**src/sv/alm_pkg.sv**
```systemverilog
// Shared types and constants for the audio level meter.
// Depends on nothing; alm_dp, alm_ctrl and the top level import it.
package alm_pkg;

    localparam int MAX_CHANNELS_DEF = 8;
    localparam int RMS_WINDOW_DEF   = 8;
    localparam int MAX_BLOCK_DEF    = 4096;

    localparam int CH_W       = 3;
    localparam int SMP_W      = 24;
    localparam int MAG_W      = 23;
    localparam int PK_W       = 39;
    localparam int MS_W       = 45;
    localparam int SQ_IN_W    = 46;
    localparam int ROOT_W     = 23;
    localparam int ACT_W      = 4;
    localparam int DEC_W      = 24;
    localparam int COEF_W     = 25;
    localparam int PROD_W     = 48;
    localparam int SPLIT      = 20;
    localparam int FRAC_W     = 24;
    localparam int LVL_SHIFT  = 16;
    localparam int CFG_IDX_W  = 2;
    localparam int CFG_DATA_W = 25;

    localparam logic [SMP_W-1:0]  LIMIT_Q19 = 24'd5242880;
    localparam logic [MAG_W-1:0]  UNIT_Q19  = 23'd524288;
    localparam logic [COEF_W-1:0] VU_ONE    = 25'd16777216;
    localparam logic [DEC_W-1:0]  DECAY_RST = 24'd16776340;
    localparam logic [COEF_W-1:0] VU_RST    = 25'd5839;

    localparam logic [CFG_IDX_W-1:0] CFG_ACTIVE = 2'd0;
    localparam logic [CFG_IDX_W-1:0] CFG_DECAY  = 2'd1;
    localparam logic [CFG_IDX_W-1:0] CFG_VU     = 2'd2;

    localparam logic [2:0] MUL_NONE = 3'd0;
    localparam logic [2:0] MUL_SQ   = 3'd1;
    localparam logic [2:0] MUL_PL   = 3'd2;
    localparam logic [2:0] MUL_PH   = 3'd3;
    localparam logic [2:0] MUL_VL   = 3'd4;
    localparam logic [2:0] MUL_VH   = 3'd5;

    typedef struct packed {
        logic       capture;
        logic       load_rec;
        logic [2:0] mul_op;
        logic       update;
        logic       wr_rec;
        logic       div_mean;
        logic       div_rms;
        logic       ring_upd;
        logic       sqrt_start;
        logic       out_load;
    } alm_cmd_t;

    typedef struct packed {
        logic ch_active;
        logic blk_end;
        logic div_done;
        logic sqrt_done;
    } alm_stat_t;

endpackage

```
**src/sv/alm_ctrl.sv**
```systemverilog
// Controller state machine of the level meter: sequences the datapath.
// Depends on alm_pkg.
module alm_ctrl (
    input  logic               clk,
    input  logic               rst_n,
    input  logic               in_valid,
    output logic               in_stall,
    output logic               out_valid,
    input  logic               out_stall,
    input  alm_pkg::alm_stat_t stat,
    output alm_pkg::alm_cmd_t  cmd
);
    import alm_pkg::*;

    localparam logic [3:0] S_IDLE  = 4'd0;
    localparam logic [3:0] S_LOAD  = 4'd1;
    localparam logic [3:0] S_MSQ   = 4'd2;
    localparam logic [3:0] S_MPL   = 4'd3;
    localparam logic [3:0] S_MPH   = 4'd4;
    localparam logic [3:0] S_MVL   = 4'd5;
    localparam logic [3:0] S_MVH   = 4'd6;
    localparam logic [3:0] S_UPD   = 4'd7;
    localparam logic [3:0] S_DEC   = 4'd8;
    localparam logic [3:0] S_MDIV  = 4'd9;
    localparam logic [3:0] S_RING  = 4'd10;
    localparam logic [3:0] S_RSTRT = 4'd11;
    localparam logic [3:0] S_RDIV  = 4'd12;
    localparam logic [3:0] S_SQRT  = 4'd13;
    localparam logic [3:0] S_OUT   = 4'd14;

    logic [3:0] state_reg, state_next;
    logic       out_valid_reg, out_valid_next;
    logic       out_free;

    assign out_free = !out_valid_reg || !out_stall;

    always_comb
    begin
        state_next = state_reg;
        cmd        = '0;
        unique case (state_reg)
            S_IDLE:
            begin
                if (in_valid && stat.ch_active)
                begin
                    cmd.capture = 1'b1;
                    state_next  = S_LOAD;
                end
            end
            S_LOAD:
            begin
                cmd.load_rec = 1'b1;
                state_next   = S_MSQ;
            end
            S_MSQ:
            begin
                cmd.mul_op = MUL_SQ;
                state_next = S_MPL;
            end
            S_MPL:
            begin
                cmd.mul_op = MUL_PL;
                state_next = S_MPH;
            end
            S_MPH:
            begin
                cmd.mul_op = MUL_PH;
                state_next = S_MVL;
            end
            S_MVL:
            begin
                cmd.mul_op = MUL_VL;
                state_next = S_MVH;
            end
            S_MVH:
            begin
                cmd.mul_op = MUL_VH;
                state_next = S_UPD;
            end
            S_UPD:
            begin
                cmd.update = 1'b1;
                state_next = S_DEC;
            end
            S_DEC:
            begin
                if (stat.blk_end)
                begin
                    cmd.div_mean = 1'b1;
                    state_next   = S_MDIV;
                end
                else
                begin
                    cmd.wr_rec = 1'b1;
                    state_next = S_IDLE;
                end
            end
            S_MDIV:
            begin
                if (stat.div_done)
                begin
                    state_next = S_RING;
                end
            end
            S_RING:
            begin
                cmd.ring_upd = 1'b1;
                state_next   = S_RSTRT;
            end
            S_RSTRT:
            begin
                cmd.div_rms = 1'b1;
                state_next  = S_RDIV;
            end
            S_RDIV:
            begin
                if (stat.div_done)
                begin
                    cmd.sqrt_start = 1'b1;
                    state_next     = S_SQRT;
                end
            end
            S_SQRT:
            begin
                if (stat.sqrt_done)
                begin
                    state_next = S_OUT;
                end
            end
            S_OUT:
            begin
                if (out_free)
                begin
                    cmd.out_load = 1'b1;
                    cmd.wr_rec   = 1'b1;
                    state_next   = S_IDLE;
                end
            end
            default:
            begin
                state_next = S_IDLE;
            end
        endcase
    end

    always_comb
    begin
        out_valid_next = out_valid_reg;
        if (cmd.out_load)
        begin
            out_valid_next = 1'b1;
        end
        else if (!out_stall)
        begin
            out_valid_next = 1'b0;
        end
    end

    always_ff @(posedge clk or negedge rst_n)
    begin
        if (!rst_n)
        begin
            state_reg     <= S_IDLE;
            out_valid_reg <= 1'b0;
        end
        else
        begin
            state_reg     <= state_next;
            out_valid_reg <= out_valid_next;
        end
    end

    assign in_stall  = state_reg != S_IDLE;
    assign out_valid = out_valid_reg;

    // A sample of an inactive channel is dropped without leaving idle.
    a_drop_inactive: assert property (@(posedge clk) disable iff (!rst_n)
        (state_reg == S_IDLE && in_valid && !stat.ch_active) |=> state_reg == S_IDLE)
        else $error("inactive channel sample started work");

    a_load_shows: assert property (@(posedge clk) disable iff (!rst_n)
        cmd.out_load |=> out_valid_reg)
        else $error("loaded result not presented");

    a_result_taken: assert property (@(posedge clk) disable iff (!rst_n)
        $fell(out_valid_reg) |-> $past(!out_stall))
        else $error("result dropped while stalled");

    a_mean_to_ring: assert property (@(posedge clk) disable iff (!rst_n)
        (state_reg == S_MDIV && stat.div_done) |=> cmd.ring_upd)
        else $error("ring update skipped after mean");
endmodule

```
**config.mk**
```make
export PLATFORM = sky130hd
export DESIGN_NAME = alm_ctrl
export DESIGN_NICKNAME = d
export VERILOG_FILES = /design/src/sv/alm_pkg.sv /design/src/sv/alm_ctrl.sv
export SDC_FILE = /design/constraint.sdc
export NUM_CORES = 1
export LEC_CHECK = 0
export BUFFER_PORTS_ARGS = -buffer_cell sky130_fd_sc_hd__clkbuf_2
export CELL_PAD_IN_SITES_DETAIL_PLACEMENT = 1
export CELL_PAD_IN_SITES_GLOBAL_PLACEMENT = 1
export CORE_MARGIN = 2
export CORE_UTILIZATION = 31
export DETAILED_ROUTE_END_ITERATION = 6
export GPL_TIMING_DRIVEN = 0
export PLACE_DENSITY_LB_ADDON = 0.15
export SLEW_MARGIN = 20
export SYNTH_ARGS = -nofsm -noshare
export SYNTH_HDL_FRONTEND = slang
export SYNTH_SLANG_ARGS = --single-unit
```
**constraint.sdc**
```tcl
create_clock -name clk -period 3.5 [get_ports clk]
set_input_delay 0.35 -clock clk [delete_from_list [all_inputs] [get_ports clk]]
set_output_delay 0.35 -clock clk [all_outputs]
set_load 0.02 [all_outputs]
```
# == Word-level counts from Yosys, hierarchy flattened ==
# Index checks and enable logic that the tools add are counted.
# word_totals
regBits,5
input_bits,8
out_inout_bits,14
wordCells,53
# op_classes
reduce_logical,7
mux,24
eq_ne,20
# ops
cell,n
$pmux W4 S15,1
$eq A4 B4 Y1 const B,7
$mux W4,6
$eq A4 B3 Y1 const B,4
$mux W1,15
$pmux W3 S5,1
$ne A2 B2 Y1 const B,5
$eq A4 B2 Y1 const B,2
$reduce_and A5 Y1,1
$eq A4 B1 Y1 const B,1
$logic_not A4 Y1,1
$reduce_bool A4 Y1,1
$logic_not A1 Y1,2
$ne A2 B1 Y1 const B,1
$pmux W1 S2,1
$logic_and A1 B1 Y1,1
$logic_or A1 B1 Y1,1

# == Depth between registers and ports, before layout ==
# logic_depth
word_depth,5
depth_mapped,5
mapped_depth_nobuf,4

# == Worst setup path before layout ==
# Ideal clock, no wire load.
# synth_timing
path_kind,register to output
from,reg state_reg[2]
to,out cmd[11] (netlist name)
n_path_buf,1
arrival_time_ps,1409
required_time_ps,3150
slack_ps,1741
path_stages_with_launch,4
path_cell_list,dfrtp_1 buf_6 or4_4 nor2_1
# synth_lines
element,line_no,rtl
start: declaration,alm_ctrl.sv:31,"logic [3:0] state_reg, state_next;"
start signal: assignment,alm_ctrl.sv:168,state_reg <= state_next;
end: declaration,alm_ctrl.sv:11,output alm_pkg::alm_cmd_t cmd

==> results.yml <==
global_route:
  grt_pass1_vias: 489
  gr-total-overflow: 0
  grt_first_pass_wirelength_um: 2132
  grt_max_degree: 11
  grt.total_usage_pct: 15.68
  grt_antenna_before_repair: 0
pwr:
  share_clk_of_total_power_pct: 11.5
  switching_share_of_total_power_pct: 51.79
  power.net_switching_mw: 0.3047
  p_int_mw: 0.2837
  p_leak_nw: 0.3046
  totalPowerFinal_mw: 0.5884
  power_frac_seq_pct: 19.8
  power-per-cell-area_nw_per_um2: 944.3
  power.ir.vdd_worst_mv: 0.3463
  combinational_group_share_of_total_power_pct: 68.7
clocking:
  cts-root-to-sink-buffers: 2
  cts.repair_timing.setup_buffer_count: 0
  cts.reportedPaths.clkPinSlew_ns: 0.04
  postCtsResizedCells: 0
  cts_sinks: 5
  cts-hold-fix-buffers: 1
  cts-htree-levels: 1
  cts-buffers-inserted: 3
  cts_root_cell: "sky130_fd_sc_hd__clkbuf_4"
  cts_tree: "built"
  clock_insertion_delay_worst_skew_ns: 0.24
setup_path:
  arrival_ns: 1.65
  cp_max_stage_cell: "sky130_fd_sc_hd__dfrtp_1"
  path_common_cell: "sky130_fd_sc_hd__nor2_1"
  critical_path_origin: "state_reg[1]"
  cp_slowest_stage_delay_ns: 0.42
  crit_path_cell_trace: "clkbuf_1, nand2_1, nor2_1, a21oi_1, nor2_1, clkbuf_2"
  crit_type: "flip-flop to primary output"
  bufs_and_invs_on_worst_path: 2
  worstSetupStartpointType: "flip-flop"
  critPathMaxFanout: 10
  cp_endpoint_kind: "primary output"
  cp.required_ns: 3.15
  critical-path-top-delay-family: "buffers and inverters"
  r2r-start: "state_reg[2]"
die:
  chipWidth_um: 42.65
  core-area_um2: 1350
  io-pin-count: 22
  initial_core_util_pct: 34.29
  rows: 13
  die_height_um: 42.65
  dieArea_um2: 1819
drt:
  firstDrtPassIters: 4
  drt-vias-per-instance: 5.410
  dr.first_iter.drc_count: 4
  drt.antenna.violating_nets: 0
  wl_per_cell_um: 12.70
  post-route-drc-count: 0
  wirelength_um: 1334
  routed-via-count: 568
sta:
  finalSetupTns_ns: 0
  rsz0062_at_grt: "false"
  final_min_period_ns: 2.005
  setup_violations: 0
  fmax_ghz: 0.4988
  timing.slew.headroom_pct: 71.60
  final-max-slew-violation-count: 0
  final.period_utilization_pct: 57.28
  worst_pin_slew_ns: 0.4260
  report.final.hold_viol_count: 0
  clock_skew_ns: 0.001924
synthesis:
  synthesized_area_fraction_occupied_by_ao_oa_aoi_and_oai_cells_pct: 21.89
  synth.top_cells.by_area: "sky130_fd_sc_hd__dfrtp_1 (27%), sky130_fd_sc_hd__a21oi_1 (9.7%), sky130_fd_sc_hd__nor2_1 (8.1%)"
  post-synth-top-area-cell: "sky130_fd_sc_hd__dfrtp_1"
  synth_xor_area_share_pct: 0
  synthDominantCellAreaShare_pct: 27.03
  synthCells: 64
  yosysMostFrequentCell: "sky130_fd_sc_hd__nor2_1"
  synth_fp_nets: 72
  synth.cells.most_frequent: "sky130_fd_sc_hd__nor2_1 (10), sky130_fd_sc_hd__a21oi_1 (9), sky130_fd_sc_hd__nand2_1 (8)"
  syn-cell-area_um2: 462.9
  synth_simple_gate_area_share_pct: 37.30
  yosys.area_share.adder_pct: 0
  ys.flop_type: "sky130_fd_sc_hd__dfrtp_1"
  synthArstFlopShare_pct: 100.0
  seq_area_frac_synth_pct: 27.03
  dominant_combinational_cell_family_by_area_after_synthesis: "simple AND/OR/NAND/NOR gates"
  synth_warnings: 0
  yosys.cell_types.count: 25
  synth.ff_latch_count: 5
  synth_edf_count: 0
  yosys-mux-area-fraction_pct: 5.676
  syn_area_per_cell_um2: 7.234
placed_design:
  io_buffers: 21
  dpl.hpwl_um: 1056
  place.gp.congestion: 0.6802
min_path:
  timing.hold.worst.start: "out_stall"
  hp-class: "input port to flip-flop"
layout:
  insertedDiodeCount: 0
  largest_register_ff_count: 4
  area.growth.synth_to_final_pct: 34.59
  fin_nets: 99
  layout-drive-gt1-share_pct: 34.44
run_status:
  run_status: "finished clean"
flow_run:
  maxCapViolCount: 0
==> layout by cell type, fill, tap and decap left out, types with 3 or more instances in the layout <==
| cell | netlist | final |
|---|---|---|
| sky130_fd_sc_hd__clkbuf_2 | 0 | 21 |
| sky130_fd_sc_hd__nor2_1 | 10 | 10 |
| sky130_fd_sc_hd__a21oi_1 | 9 | 9 |
| sky130_fd_sc_hd__nand2_1 | 8 | 8 |
| sky130_fd_sc_hd__clkbuf_1 | 4 | 5 |
| sky130_fd_sc_hd__dfrtp_1 | 5 | 5 |
| sky130_fd_sc_hd__nand2b_1 | 4 | 4 |
| sky130_fd_sc_hd__nor3_1 | 4 | 4 |
| sky130_fd_sc_hd__o21ai_0 | 3 | 3 |
| sky130_fd_sc_hd__clkbuf_4 | 0 | 3 |
==> kinds of logic after synthesis <==
group,after synthesis
buffers and inverters,7
muxes,2
DFF,5
and+or+nand+nor,33
AOI/OAI and AO/OA,17
==> worst register-to-register path, stage by stage (launching register included) <==
cell and delay, ns:
sky130_fd_sc_hd__dfrtp_1 0.38, sky130_fd_sc_hd__buf_6 0.14, sky130_fd_sc_hd__or4_4 0.54, sky130_fd_sc_hd__a21oi_2 0.14
sky130_fd_sc_hd__nor3_1 0.09, sky130_fd_sc_hd__mux2_4 0.30
==> cell type report <==
| type | count | area, µm² |
|---|---|---|
| inverter | 1 | 3.754 |
| multi-input combinational | 52 | 300.3 |
| tap | 15 | 18.77 |
| buffer | 6 | 33.78 |
| fill | 184 | 726.9 |
| sequential | 5 | 125.1 |
| clock buffer | 4 | 26.28 |
| timing repair buffer | 22 | 115.1 |
==> through the flow <==
stage          std cells  area, µm²  hold slack (ns)  util [%]  setup WS [ns]
6_report             105      623.1           0.4499     46.15          1.495
2_1_floorplan         64      462.9          0.05441         -          1.741
5_1_grt              105      623.1           0.4770     46.15          1.362
4_1_cts              105      623.1           0.4412     46.15          1.491
3_3_place_gp         100      586.8           0.1652     43.47          1.776
3_5_place_dp         100      586.8           0.1724     43.47          1.754
==> power groups by stage <==
stage	Sequential [mW]	Combinational, mW	Clock (mW)
floorplan	0.112	0.301	0
global placement	0.117	0.396	0
detailed placement	0.118	0.404	0
CTS	0.117	0.406	0.0700
global route	0.123	0.446	0.0723
finish	0.116	0.404	0.0677
==> routing by layer <==
layer	wire length [µm]	up-vias	GRT usage (%)
li1	-	279	-
met1	593	272	20.37
met2	685	17	25.76
met3	55	0	1.293
met4	0	0	7.500
met5	0	-	0
==> worst paths after layout <==
check                               end  slack (ns)  cells after the start
max                              cmd[8]        1.50                      6
min in group asynchronous  state_reg[3]        0.46                      2
min                           out_valid        0.45                      3
min reg2reg                   out_valid        0.61                      2
max in group asynchronous  state_reg[1]        2.91                      2
max reg2reg                state_reg[0]        1.78                      5
(Power assumes the default switching activity.)
